**src/hw/rtl/rpn_pkg.sv**
```systemverilog
`timescale 1ns / 1ps
// ----------------------------------------------------------------------------
// rpn_pkg: shared types and constants
// Operation and status codes, controller states, datapath commands and the
// command/status bundles that pass between controller and datapath.
// ----------------------------------------------------------------------------
package rpn_pkg;

  localparam int FUNC_W     = 3;
  localparam int DATA_W     = 32;
  localparam int DEPTH_W    = 5;
  localparam int STATUS_W   = 2;
  localparam int DIV_CNT_W  = 5;
  localparam logic [DIV_CNT_W-1:0] DIV_LAST = 5'd31;

  // operation codes carried by one input beat
  typedef enum logic [FUNC_W-1:0] {
    FN_PUSH = 3'd0,
    FN_ADD  = 3'd1,
    FN_SUB  = 3'd2,
    FN_NEG  = 3'd3,
    FN_DIV  = 3'd4,
    FN_MUL  = 3'd5
  } func_t;

  // result status codes
  typedef enum logic [STATUS_W-1:0] {
    ST_OK    = 2'd0,
    ST_UNDER = 2'd1,
    ST_FULL  = 2'd2,
    ST_DIVZ  = 2'd3
  } status_t;

  // controller states
  typedef enum logic [2:0] {
    S_IDLE,
    S_DECODE,
    S_EXEC,
    S_MULWB,
    S_DIV,
    S_DFIX,
    S_DONE
  } state_t;

  // datapath operations
  typedef enum logic [3:0] {
    DP_NONE,
    DP_LOAD,
    DP_PUSH,
    DP_NEG,
    DP_READ,
    DP_ADDSUB,
    DP_MUL,
    DP_MUL_WB,
    DP_DIV_INIT,
    DP_DIV_STEP,
    DP_DIV_WB
  } dp_op_t;

  // controller to datapath
  typedef struct packed {
    dp_op_t  op;
    logic    st_we;
    status_t st;
    logic    emit;
  } dp_cmd_t;

  // datapath to controller
  typedef struct packed {
    logic [FUNC_W-1:0] func;
    logic              empty;
    logic              lt2;
    logic              full;
    logic              top_zero;
    logic              div_last;
    logic              out_free;
  } dp_sts_t;

endpackage

```
**src/hw/rtl/rpn_stack_alu_top.sv**
```systemverilog
`timescale 1ns / 1ps
// ----------------------------------------------------------------------------
// rpn_stack_alu_top: postfix integer calculator on a bounded stack
// Push, add, subtract, negate, divide and multiply on signed 32-bit values;
// one result beat per input beat with new top, depth and status.
// ----------------------------------------------------------------------------
//  channel | handshake          | payload
//  --------+--------------------+-------------------------------------------
//  in      | in_valid/in_stall  | in_func[2:0], in_operand[31:0] signed
//  out     | out_valid/out_stall| out_top_value[31:0] signed, out_depth[4:0],
//          |                    | out_status[1:0]
//
// One item at a time: decode handles push, negate, unused codes and flagged
// errors; add and subtract go on to execute, multiply to execute and product
// write-back, divide to execute, the one-bit-per-cycle divider loop and sign
// fix-up. The next beat is taken in the idle state after the result loads.
// Reset empties the stack at once; RAM contents are left as they are.
// A stalled result holds in the output register while the next beat is taken.
// ----------------------------------------------------------------------------
module rpn_stack_alu_top import rpn_pkg::*; #(
  parameter int STACK_DEPTH = 16
) (
  input  logic                       clk,
  input  logic                       rst_n,
  input  logic                       in_valid,
  output logic                       in_stall,
  input  logic [FUNC_W-1:0]          in_func,
  input  logic signed [DATA_W-1:0]   in_operand,
  output logic                       out_valid,
  input  logic                       out_stall,
  output logic signed [DATA_W-1:0]   out_top_value,
  output logic [DEPTH_W-1:0]         out_depth,
  output logic [STATUS_W-1:0]        out_status
);

  dp_cmd_t           cmd;
  dp_sts_t           sts;
  logic [DATA_W-1:0] top_value;

  // sequencer
  rpn_ctrl u_ctrl (
    .clk      (clk),
    .rst_n    (rst_n),
    .in_valid (in_valid),
    .in_stall (in_stall),
    .sts      (sts),
    .cmd      (cmd)
  );

  // stack and arithmetic
  rpn_dpath #(
    .STACK_DEPTH (STACK_DEPTH)
  ) u_dpath (
    .clk           (clk),
    .rst_n         (rst_n),
    .in_func       (in_func),
    .in_operand    ($unsigned(in_operand)),
    .cmd           (cmd),
    .sts           (sts),
    .out_stall     (out_stall),
    .out_valid     (out_valid),
    .out_top_value (top_value),
    .out_depth     (out_depth),
    .out_status    (out_status)
  );

  assign out_top_value = $signed(top_value);

endmodule

```
**src/hw/rtl/rpn_ram.sv**
```systemverilog
`timescale 1ns / 1ps
// ----------------------------------------------------------------------------
// rpn_ram: generic single-port-write, single-port-read RAM
// One write and one registered read per cycle. Contents are not reset.
// ----------------------------------------------------------------------------
module rpn_ram #(
  parameter int WIDTH = 32,
  parameter int DEPTH = 16
) (
  input  logic                     clk,
  input  logic                     we,
  input  logic [$clog2(DEPTH)-1:0] waddr,
  input  logic [WIDTH-1:0]         wdata,
  input  logic                     re,
  input  logic [$clog2(DEPTH)-1:0] raddr,
  output logic [WIDTH-1:0]         rdata
);

  logic [WIDTH-1:0] mem [DEPTH];

  // write port
  always_ff @(posedge clk) begin
    if (we) begin
      mem[waddr] <= wdata;
    end
  end

  // registered read port
  always_ff @(posedge clk) begin
    if (re) begin
      rdata <= mem[raddr];
    end
  end

endmodule

```
**src/hw/rtl/rpn_ctrl.sv**
```systemverilog
`timescale 1ns / 1ps
// ----------------------------------------------------------------------------
// rpn_ctrl: sequencing state machine
// Accepts one input beat, checks the stack conditions, steps the datapath
// through the operation and hands the result to the output register.
// ----------------------------------------------------------------------------
module rpn_ctrl import rpn_pkg::*; (
  input  logic    clk,
  input  logic    rst_n,
  input  logic    in_valid,
  output logic    in_stall,
  input  dp_sts_t sts,
  output dp_cmd_t cmd
);

  state_t state_r;
  state_t state_nxt;

  // hold state
  always_ff @(posedge clk) begin
    if (!rst_n) begin
      state_r <= S_IDLE;
    end else begin
      state_r <= state_nxt;
    end
  end

  // next state
  always_comb begin
    state_nxt = state_r;
    unique case (state_r)
      S_IDLE: begin
        if (in_valid) state_nxt = S_DECODE;
      end
      S_DECODE: begin
        case (sts.func)
          FN_ADD, FN_SUB, FN_MUL: begin
            state_nxt = sts.lt2 ? S_DONE : S_EXEC;
          end
          FN_DIV: begin
            state_nxt = (sts.lt2 || sts.top_zero) ? S_DONE : S_EXEC;
          end
          default: state_nxt = S_DONE;
        endcase
      end
      S_EXEC: begin
        case (sts.func)
          FN_MUL:  state_nxt = S_MULWB;
          FN_DIV:  state_nxt = S_DIV;
          default: state_nxt = S_DONE;
        endcase
      end
      S_MULWB: state_nxt = S_DONE;
      S_DIV: begin
        if (sts.div_last) state_nxt = S_DFIX;
      end
      S_DFIX: state_nxt = S_DONE;
      S_DONE: begin
        if (sts.out_free) state_nxt = S_IDLE;
      end
      default: state_nxt = S_IDLE;
    endcase
  end

  // outputs
  always_comb begin
    cmd       = '0;
    cmd.op    = DP_NONE;
    cmd.st    = ST_OK;
    in_stall  = 1'b1;
    unique case (state_r)
      S_IDLE: begin
        in_stall = 1'b0;
        if (in_valid) cmd.op = DP_LOAD;
      end
      S_DECODE: begin
        cmd.st_we = 1'b1;
        case (sts.func)
          FN_PUSH: begin
            if (sts.full) cmd.st = ST_FULL;
            else          cmd.op = DP_PUSH;
          end
          FN_NEG: begin
            if (sts.empty) cmd.st = ST_UNDER;
            else           cmd.op = DP_NEG;
          end
          FN_ADD, FN_SUB, FN_MUL: begin
            if (sts.lt2) cmd.st = ST_UNDER;
            else         cmd.op = DP_READ;
          end
          FN_DIV: begin
            if (sts.lt2)           cmd.st = ST_UNDER;
            else if (sts.top_zero) cmd.st = ST_DIVZ;
            else                   cmd.op = DP_READ;
          end
          default: cmd.st = ST_OK;
        endcase
      end
      S_EXEC: begin
        case (sts.func)
          FN_MUL:  cmd.op = DP_MUL;
          FN_DIV:  cmd.op = DP_DIV_INIT;
          default: cmd.op = DP_ADDSUB;
        endcase
      end
      S_MULWB: cmd.op = DP_MUL_WB;
      S_DIV:   cmd.op = DP_DIV_STEP;
      S_DFIX:  cmd.op = DP_DIV_WB;
      S_DONE: begin
        cmd.emit = sts.out_free;
      end
      default: cmd.op = DP_NONE;
    endcase
  end

endmodule

```
**src/hw/rtl/rpn_dpath.sv**
```systemverilog
`timescale 1ns / 1ps
// ----------------------------------------------------------------------------
// rpn_dpath: stack storage and arithmetic
// Top of stack sits in a register, the entries below it in RAM. Holds the
// adder, a registered multiplier, a bit-serial divider and the output beat.
// ----------------------------------------------------------------------------
module rpn_dpath import rpn_pkg::*; #(
  parameter int STACK_DEPTH = 16
) (
  input  logic                clk,
  input  logic                rst_n,
  input  logic [FUNC_W-1:0]   in_func,
  input  logic [DATA_W-1:0]   in_operand,
  input  dp_cmd_t             cmd,
  output dp_sts_t             sts,
  input  logic                out_stall,
  output logic                out_valid,
  output logic [DATA_W-1:0]   out_top_value,
  output logic [DEPTH_W-1:0]  out_depth,
  output logic [STATUS_W-1:0] out_status
);

  localparam int AW = $clog2(STACK_DEPTH);
  localparam int CW = $clog2(STACK_DEPTH + 1);

  logic [FUNC_W-1:0]    func_r;
  logic [DATA_W-1:0]    opnd_r;
  logic [CW-1:0]        cnt_r;
  logic [CW-1:0]        cnt_nxt;
  logic [DATA_W-1:0]    top_r;
  logic [DATA_W-1:0]    top_nxt;
  status_t              status_r;
  logic [DATA_W-1:0]    prod_r;
  logic [DATA_W-1:0]    dq_r;
  logic [DATA_W-1:0]    dq_nxt;
  logic [DATA_W-1:0]    drem_r;
  logic [DATA_W-1:0]    drem_nxt;
  logic [DATA_W-1:0]    dden_r;
  logic                 dneg_r;
  logic [DIV_CNT_W-1:0] dcnt_r;
  logic                 out_valid_r;
  logic [DATA_W-1:0]    out_top_r;
  logic [DEPTH_W-1:0]   out_depth_r;
  logic [STATUS_W-1:0]  out_status_r;

  logic [CW-1:0]         cnt_m1;
  logic [CW-1:0]         cnt_m2;
  logic [DATA_W-1:0]     second;
  logic                  ram_we;
  logic                  ram_re;
  logic [DATA_W:0]       trial;
  logic [DATA_W:0]       shifted;
  logic [CW+DEPTH_W-1:0] depth_ext;
  logic [DATA_W-1:0]     top_view;

  assign cnt_m1 = cnt_r - CW'(1);
  assign cnt_m2 = cnt_r - CW'(2);

  // stack entries below the top
  assign ram_we = (cmd.op == DP_PUSH) && (cnt_r != '0);
  assign ram_re = (cmd.op == DP_READ);

  rpn_ram #(
    .WIDTH (DATA_W),
    .DEPTH (STACK_DEPTH)
  ) u_ram (
    .clk   (clk),
    .we    (ram_we),
    .waddr (cnt_m1[AW-1:0]),
    .wdata (top_r),
    .re    (ram_re),
    .raddr (cnt_m2[AW-1:0]),
    .rdata (second)
  );

  // status towards the controller
  assign sts.func     = func_r;
  assign sts.empty    = (cnt_r == '0);
  assign sts.lt2      = (cnt_r < CW'(2));
  assign sts.full     = (cnt_r == CW'(STACK_DEPTH));
  assign sts.top_zero = (top_r == '0);
  assign sts.div_last = (dcnt_r == DIV_LAST);
  assign sts.out_free = !out_valid_r || !out_stall;

  // one divider step: shift in the next dividend bit, subtract if it fits
  assign shifted  = {drem_r, dq_r[DATA_W-1]};
  assign trial    = shifted - {1'b0, dden_r};
  assign drem_nxt = trial[DATA_W] ? shifted[DATA_W-1:0] : trial[DATA_W-1:0];
  assign dq_nxt   = {dq_r[DATA_W-2:0], !trial[DATA_W]};

  // stack top and depth
  always_comb begin
    top_nxt = top_r;
    cnt_nxt = cnt_r;
    unique case (cmd.op)
      DP_PUSH: begin
        top_nxt = opnd_r;
        cnt_nxt = cnt_r + CW'(1);
      end
      DP_NEG: top_nxt = '0 - top_r;
      DP_ADDSUB: begin
        top_nxt = (func_r == FN_SUB) ? (second - top_r) : (second + top_r);
        cnt_nxt = cnt_m1;
      end
      DP_MUL_WB: begin
        top_nxt = prod_r;
        cnt_nxt = cnt_m1;
      end
      DP_DIV_WB: begin
        top_nxt = dneg_r ? ('0 - dq_r) : dq_r;
        cnt_nxt = cnt_m1;
      end
      default: begin
        top_nxt = top_r;
        cnt_nxt = cnt_r;
      end
    endcase
  end

  always_ff @(posedge clk) begin
    if (!rst_n) begin
      cnt_r <= '0;
    end else begin
      cnt_r <= cnt_nxt;
    end
  end

  always_ff @(posedge clk) begin
    top_r <= top_nxt;
  end

  // capture the input beat
  always_ff @(posedge clk) begin
    if (cmd.op == DP_LOAD) begin
      func_r <= in_func;
      opnd_r <= in_operand;
    end
  end

  // hold the status of the current item
  always_ff @(posedge clk) begin
    if (cmd.st_we) begin
      status_r <= cmd.st;
    end
  end

  // registered product, low word only
  always_ff @(posedge clk) begin
    if (cmd.op == DP_MUL) begin
      prod_r <= second * top_r;
    end
  end

  // divider on magnitudes, sign applied at write-back
  always_ff @(posedge clk) begin
    if (cmd.op == DP_DIV_INIT) begin
      dq_r   <= second[DATA_W-1] ? ('0 - second) : second;
      dden_r <= top_r[DATA_W-1] ? ('0 - top_r) : top_r;
      drem_r <= '0;
      dneg_r <= second[DATA_W-1] ^ top_r[DATA_W-1];
      dcnt_r <= '0;
    end else if (cmd.op == DP_DIV_STEP) begin
      dq_r   <= dq_nxt;
      drem_r <= drem_nxt;
      dcnt_r <= dcnt_r + DIV_CNT_W'(1);
    end
  end

  // result fields
  assign depth_ext = {DEPTH_W'(0), cnt_r};
  assign top_view  = (cnt_r != '0) ? top_r : '0;

  // output register: load on emit, drop once taken
  always_ff @(posedge clk) begin
    if (!rst_n) begin
      out_valid_r <= 1'b0;
    end else if (cmd.emit) begin
      out_valid_r <= 1'b1;
    end else if (!out_stall) begin
      out_valid_r <= 1'b0;
    end
  end

  always_ff @(posedge clk) begin
    if (cmd.emit) begin
      out_top_r    <= top_view;
      out_depth_r  <= depth_ext[DEPTH_W-1:0];
      out_status_r <= status_r;
    end
  end

  assign out_valid     = out_valid_r;
  assign out_top_value = out_top_r;
  assign out_depth     = out_depth_r;
  assign out_status    = out_status_r;

endmodule
```
**config.mk**
```make
export PLATFORM = sky130hd
export DESIGN_NAME = rpn_stack_alu_top
export DESIGN_NICKNAME = d
export VERILOG_FILES = /design/src/hw/rtl/rpn_pkg.sv /design/src/hw/rtl/rpn_stack_alu_top.sv /design/src/hw/rtl/rpn_ram.sv /design/src/hw/rtl/rpn_ctrl.sv /design/src/hw/rtl/rpn_dpath.sv
export SDC_FILE = /design/constraint.sdc
export NUM_CORES = 2
export LEC_CHECK = 0
export BUFFER_PORTS_ARGS = -buffer_cell sky130_fd_sc_hd__buf_2
export CORE_UTILIZATION = 58
export CTS_CLUSTER_SIZE = 12
export DETAILED_ROUTE_END_ITERATION = 7
export PLACE_DENSITY = 0.77
export SETUP_SLACK_MARGIN = 0.1
export SLEW_MARGIN = 5
export SYNTH_ARGS = -nofsm -noshare
export SYNTH_HDL_FRONTEND = slang
export SYNTH_SLANG_ARGS = --single-unit
```
**constraint.sdc**
```tcl
create_clock -name clk -period 7.27 [get_ports clk]
set_input_delay 0.727 -clock clk [delete_from_list [all_inputs] [get_ports clk]]
set_output_delay 0.727 -clock clk [all_outputs]
set_load 0.01 [all_outputs]
```
==> flow_metrics.tcl <==
set metrics [dict create \
    outcome "finished, violations left" \
    failed_checks "design-rule violations" \
    ant_nets 0 \
    arrival_ns 7.43 \
    pre_cts_slack_ns 0.0637 \
    holdPathEnd "u_dpath.opnd_r[31]" \
    synth_edf_count 749 \
    clk_path_buf_depth 3 \
    syn-num-nets 4832 \
    initial_core_util_pct 58.7 \
    max_cap_viol_count 0 \
    slew_viol_final 0 \
    crit_top_cell "xnor2_1" \
    skew_ns 0.0581 \
    synth_warnings 0 \
    finalWorstSetupSlack_ns 0.233 \
    max_slew.worst_pin.slew_ns 1.21 \
    clock.fmax_mhz 142 \
    dp_hpwl_mm 105 \
    max_stage_delay_ns 0.90 \
    min-delay-start "in_operand[31]" \
    die_height_um 302 \
    synth-main-ff-cell "edfxtp_1" \
    place_inst 5370 \
    netlist_area_um2 52100 \
    synth.avg_cell_area_um2 12.4 \
    setup_viol 0 \
    drc 36 \
    setup_tns_ns 0 \
    placed_area_um2 54700 \
    synth_seq_cells 795 \
    drt_wl_total_mm 155 \
    end_kind "flop" \
    holdPathStages 1 \
    reg2reg_depth 19 \
    drt_iter0_markers 4169 \
    numPortBuffers 79 \
    period_needed_ns 7.04 \
    rsz0062_at_grt "no" \
    startpoint_type "flop" \
    yosysSeqAreaShare_pct 45.0 \
    stdcell_area_um2 58000 \
    critPathRequiredTime_ns 7.67 \
    place_congestion 0.964 \
    fill_cells 6343 \
    async_flop_share_pct 0 \
    firstDrtPassIters 8 \
    cts_tree "yes" \
    hold_class "primary input to flop" \
    clockRootBuffer "clkbuf_16" \
    stdcell_count 5568 \
    core_area_um2 88600 \
    slew_headroom_pct 19.0 \
    row_count 109 \
    hold_viol_final 0 \
    grt_util_all_layers_pct 34.5 \
    die_w_um 302 \
    vias 35000 \
    grt_pass1_wl_mm 227 \
    fp.dieArea_um2 91000 \
    syn2layout_area_growth_pct 11.5 \
    layout-drive-gt1-share_pct 15.0 \
    grt_antenna_before_repair 11 \
    wl_per_cell_um 27.8 \
    grt_max_degree 97 \
    r2r_end "u_dpath.prod_r[31]" \
    cts_buffers 85 \
    clkLatencyLatePin_ns 0.70 \
    critPathBufInv 3 \
    r2r_setup_slack_ns 0.23 \
    netlist_instances 4182 \
    critical_path_class "flop to flop" \
    clock_sinks 795 \
    nets 4992 \
    htreeDepth 3 \
    synthDistinctLibCells 75 \
    cpLargestDelayFamily "adder cells" \
    fin_crit_sh_pct 96.8 \
    rr_startpoint "u_dpath.top_r[1]" \
    ioPinCount 80 \
    avgViaCountPerCell 6.28 \
    crit_path_cell_trace "buf_12 > buf_4 > and2_1 > fa_1 > fa_1 > inv_1 > fa_1 > fa_1 > fa_1 > fa_1 > fa_1 > xnor2_1 > xnor2_1 > xnor2_1 > xnor2_1 > xnor2_1 > xnor2_1 > xnor2_1 > xnor2_1" \
    clk_pin_slew_ns 0.06 \
    crit_path_max_fanout 24 \
    crit_slowest_cell "edfxtp_1" \
    overflow 0 \
    grt_pass1_vias 35500 \
]
-- cell usage in the layout (no fill, tap or decap), types with 18 or more instances in the layout --
cell       count
edfxtp_1     749
inv_1        447
fa_1         408
nand2_1      386
and2_1       334
buf_4        197
ha_1         194
xnor2_1      174
mux4_2       160
o21ai_0      154
nor2_1       121
xor2_1       116
a21oi_1      104
clkbuf_16     87
buf_2         81
nor2b_1       47
dfxtp_1       44
a21o_1        39
o21a_1        31
nor3_1        28
nand3_1       28
nand2b_1      27
o31ai_1       26
mux2i_1       25
or3_1         23
clkbuf_1      23
a221oi_1      22
buf_12        19
nor2_4        18
-- layer usage --
layer  GRT usage, %  part of all wire (%)  vias up
met5              0                 0.016        -
met1           47.5                    38    17600
met4           14.6                   4.8        4
li1               -                     -    14700
met3           7.97                    12      420
met2           52.9                    45     2235
-- flip-flops by register name, summed over array words and instances, names as in the netlist, 5 cells and up --
signal,cells
u_dpath.cnt_r,5
u_dpath.opnd_r,32
u_dpath.dden_r,32
u_dpath.u_ram.mem,512
u_dpath.drem_r,32
u_dpath.out_depth,5
u_dpath.top_r,32
u_dpath.u_ram.rdata,32
u_dpath.prod_r,32
u_dpath.dcnt_r,5
u_dpath.out_top_value,32
u_dpath.dq_r,32
-- cells by family (layout without fill, tap and decap cells) --
kind of cell             count (synthesis)  in the layout  synth area share [%]
flip-flops                             795            795                  45.0
XOR/XNOR                               291            291                  4.90
multiplexers                           186            186                  7.42
AO/OA/AOI/OAI                          513            513                  6.37
buffers and inverters                  686            903                  5.01
other                                    0              4                     0
adder cells (fa/ha/maj)                611            611                  20.6
AND/OR/NAND/NOR                       1100           1100                  10.7
-- timing repair --
action / in CTS / in global routing
pin swaps: 0 / 23
setup endpoints to repair: 3 / 11
gates resized for setup: 3 / 44
hold buffers: 0 / 0
gates cloned: 0 / 2
setup buffers: 0 / 48
-- through the flow --
stage | hold slack [ns] | util, %
finish | 0.198 | 65.5
global route | 0.182 | 65.5
CTS | 0.170 | 64.7
detailed placement | 0.412 | 61.7
global placement | 0.407 | 61.7
floorplan | 0.400 | -
-- Yosys cell counts (all sizes together), types with 32 or more instances --
cell	n	share of area (%)
edfxtp	749	43
inv	447	3.2
fa	410	16
nand2	387	2.8
and2	337	4.0
clkbuf	206	1.5
ha	201	4.8
xnor2	174	2.9
mux4	160	6.9
o21ai	156	1.5
nor2	139	1.0
xor2	117	2.0
a21oi	106	1.0
nor2b	47	0.56
dfxtp	46	1.8
a21o	39	0.56
buf	32	0.30
-- worst max path at each step --
stage | end | slack, ns | startpoint | cells after the start
detailed placement | u_dpath.prod_r[30] | 0.06 | u_dpath.top_r[6] | 21
global placement | u_dpath.prod_r[31] | 0.21 | u_dpath.top_r[3] | 22
finish | u_dpath.prod_r[31] | 0.23 | u_dpath.top_r[1] | 19
global route | u_dpath.prod_r[29] | 0.1 | u_dpath.u_ram.rdata[16] | 24
CTS | u_dpath.prod_r[30] | 0.11 | u_dpath.u_ram.rdata[14] | 21
floorplan | u_dpath.prod_r[28] | 0.08 | u_dpath.top_r[5] | 24
-- worst reg2reg max path, stage by stage (launching register included) --
cell and delay [ns]:
edfxtp_1 0.90, buf_12 0.24, buf_4 0.44, and2_1 0.24, fa_1 0.42, fa_1 0.50, inv_1 0.09, fa_1 0.59
fa_1 0.46, fa_1 0.57, fa_1 0.43, fa_1 0.42, xnor2_1 0.15, xnor2_1 0.27, xnor2_1 0.18, xnor2_1 0.16
xnor2_1 0.12, xnor2_1 0.26, xnor2_1 0.21, xnor2_1 0.10
-- cell type report --
class	instances	area [um2]	share of cell area, %
diodes	4	10.0	0.0172
clock buffers	110	2240	3.86
clock inverters	34	417	0.718
inverters	448	1680	2.90
multi-input cells	2701	26400	45.4
flip-flops and latches	795	23400	40.4
well taps	1165	1460	2.51
repair buffers	311	2450	4.23
Power is not shown: default switching activity piles up to over one toggle a cycle in this logic, so the estimate is an artifact.
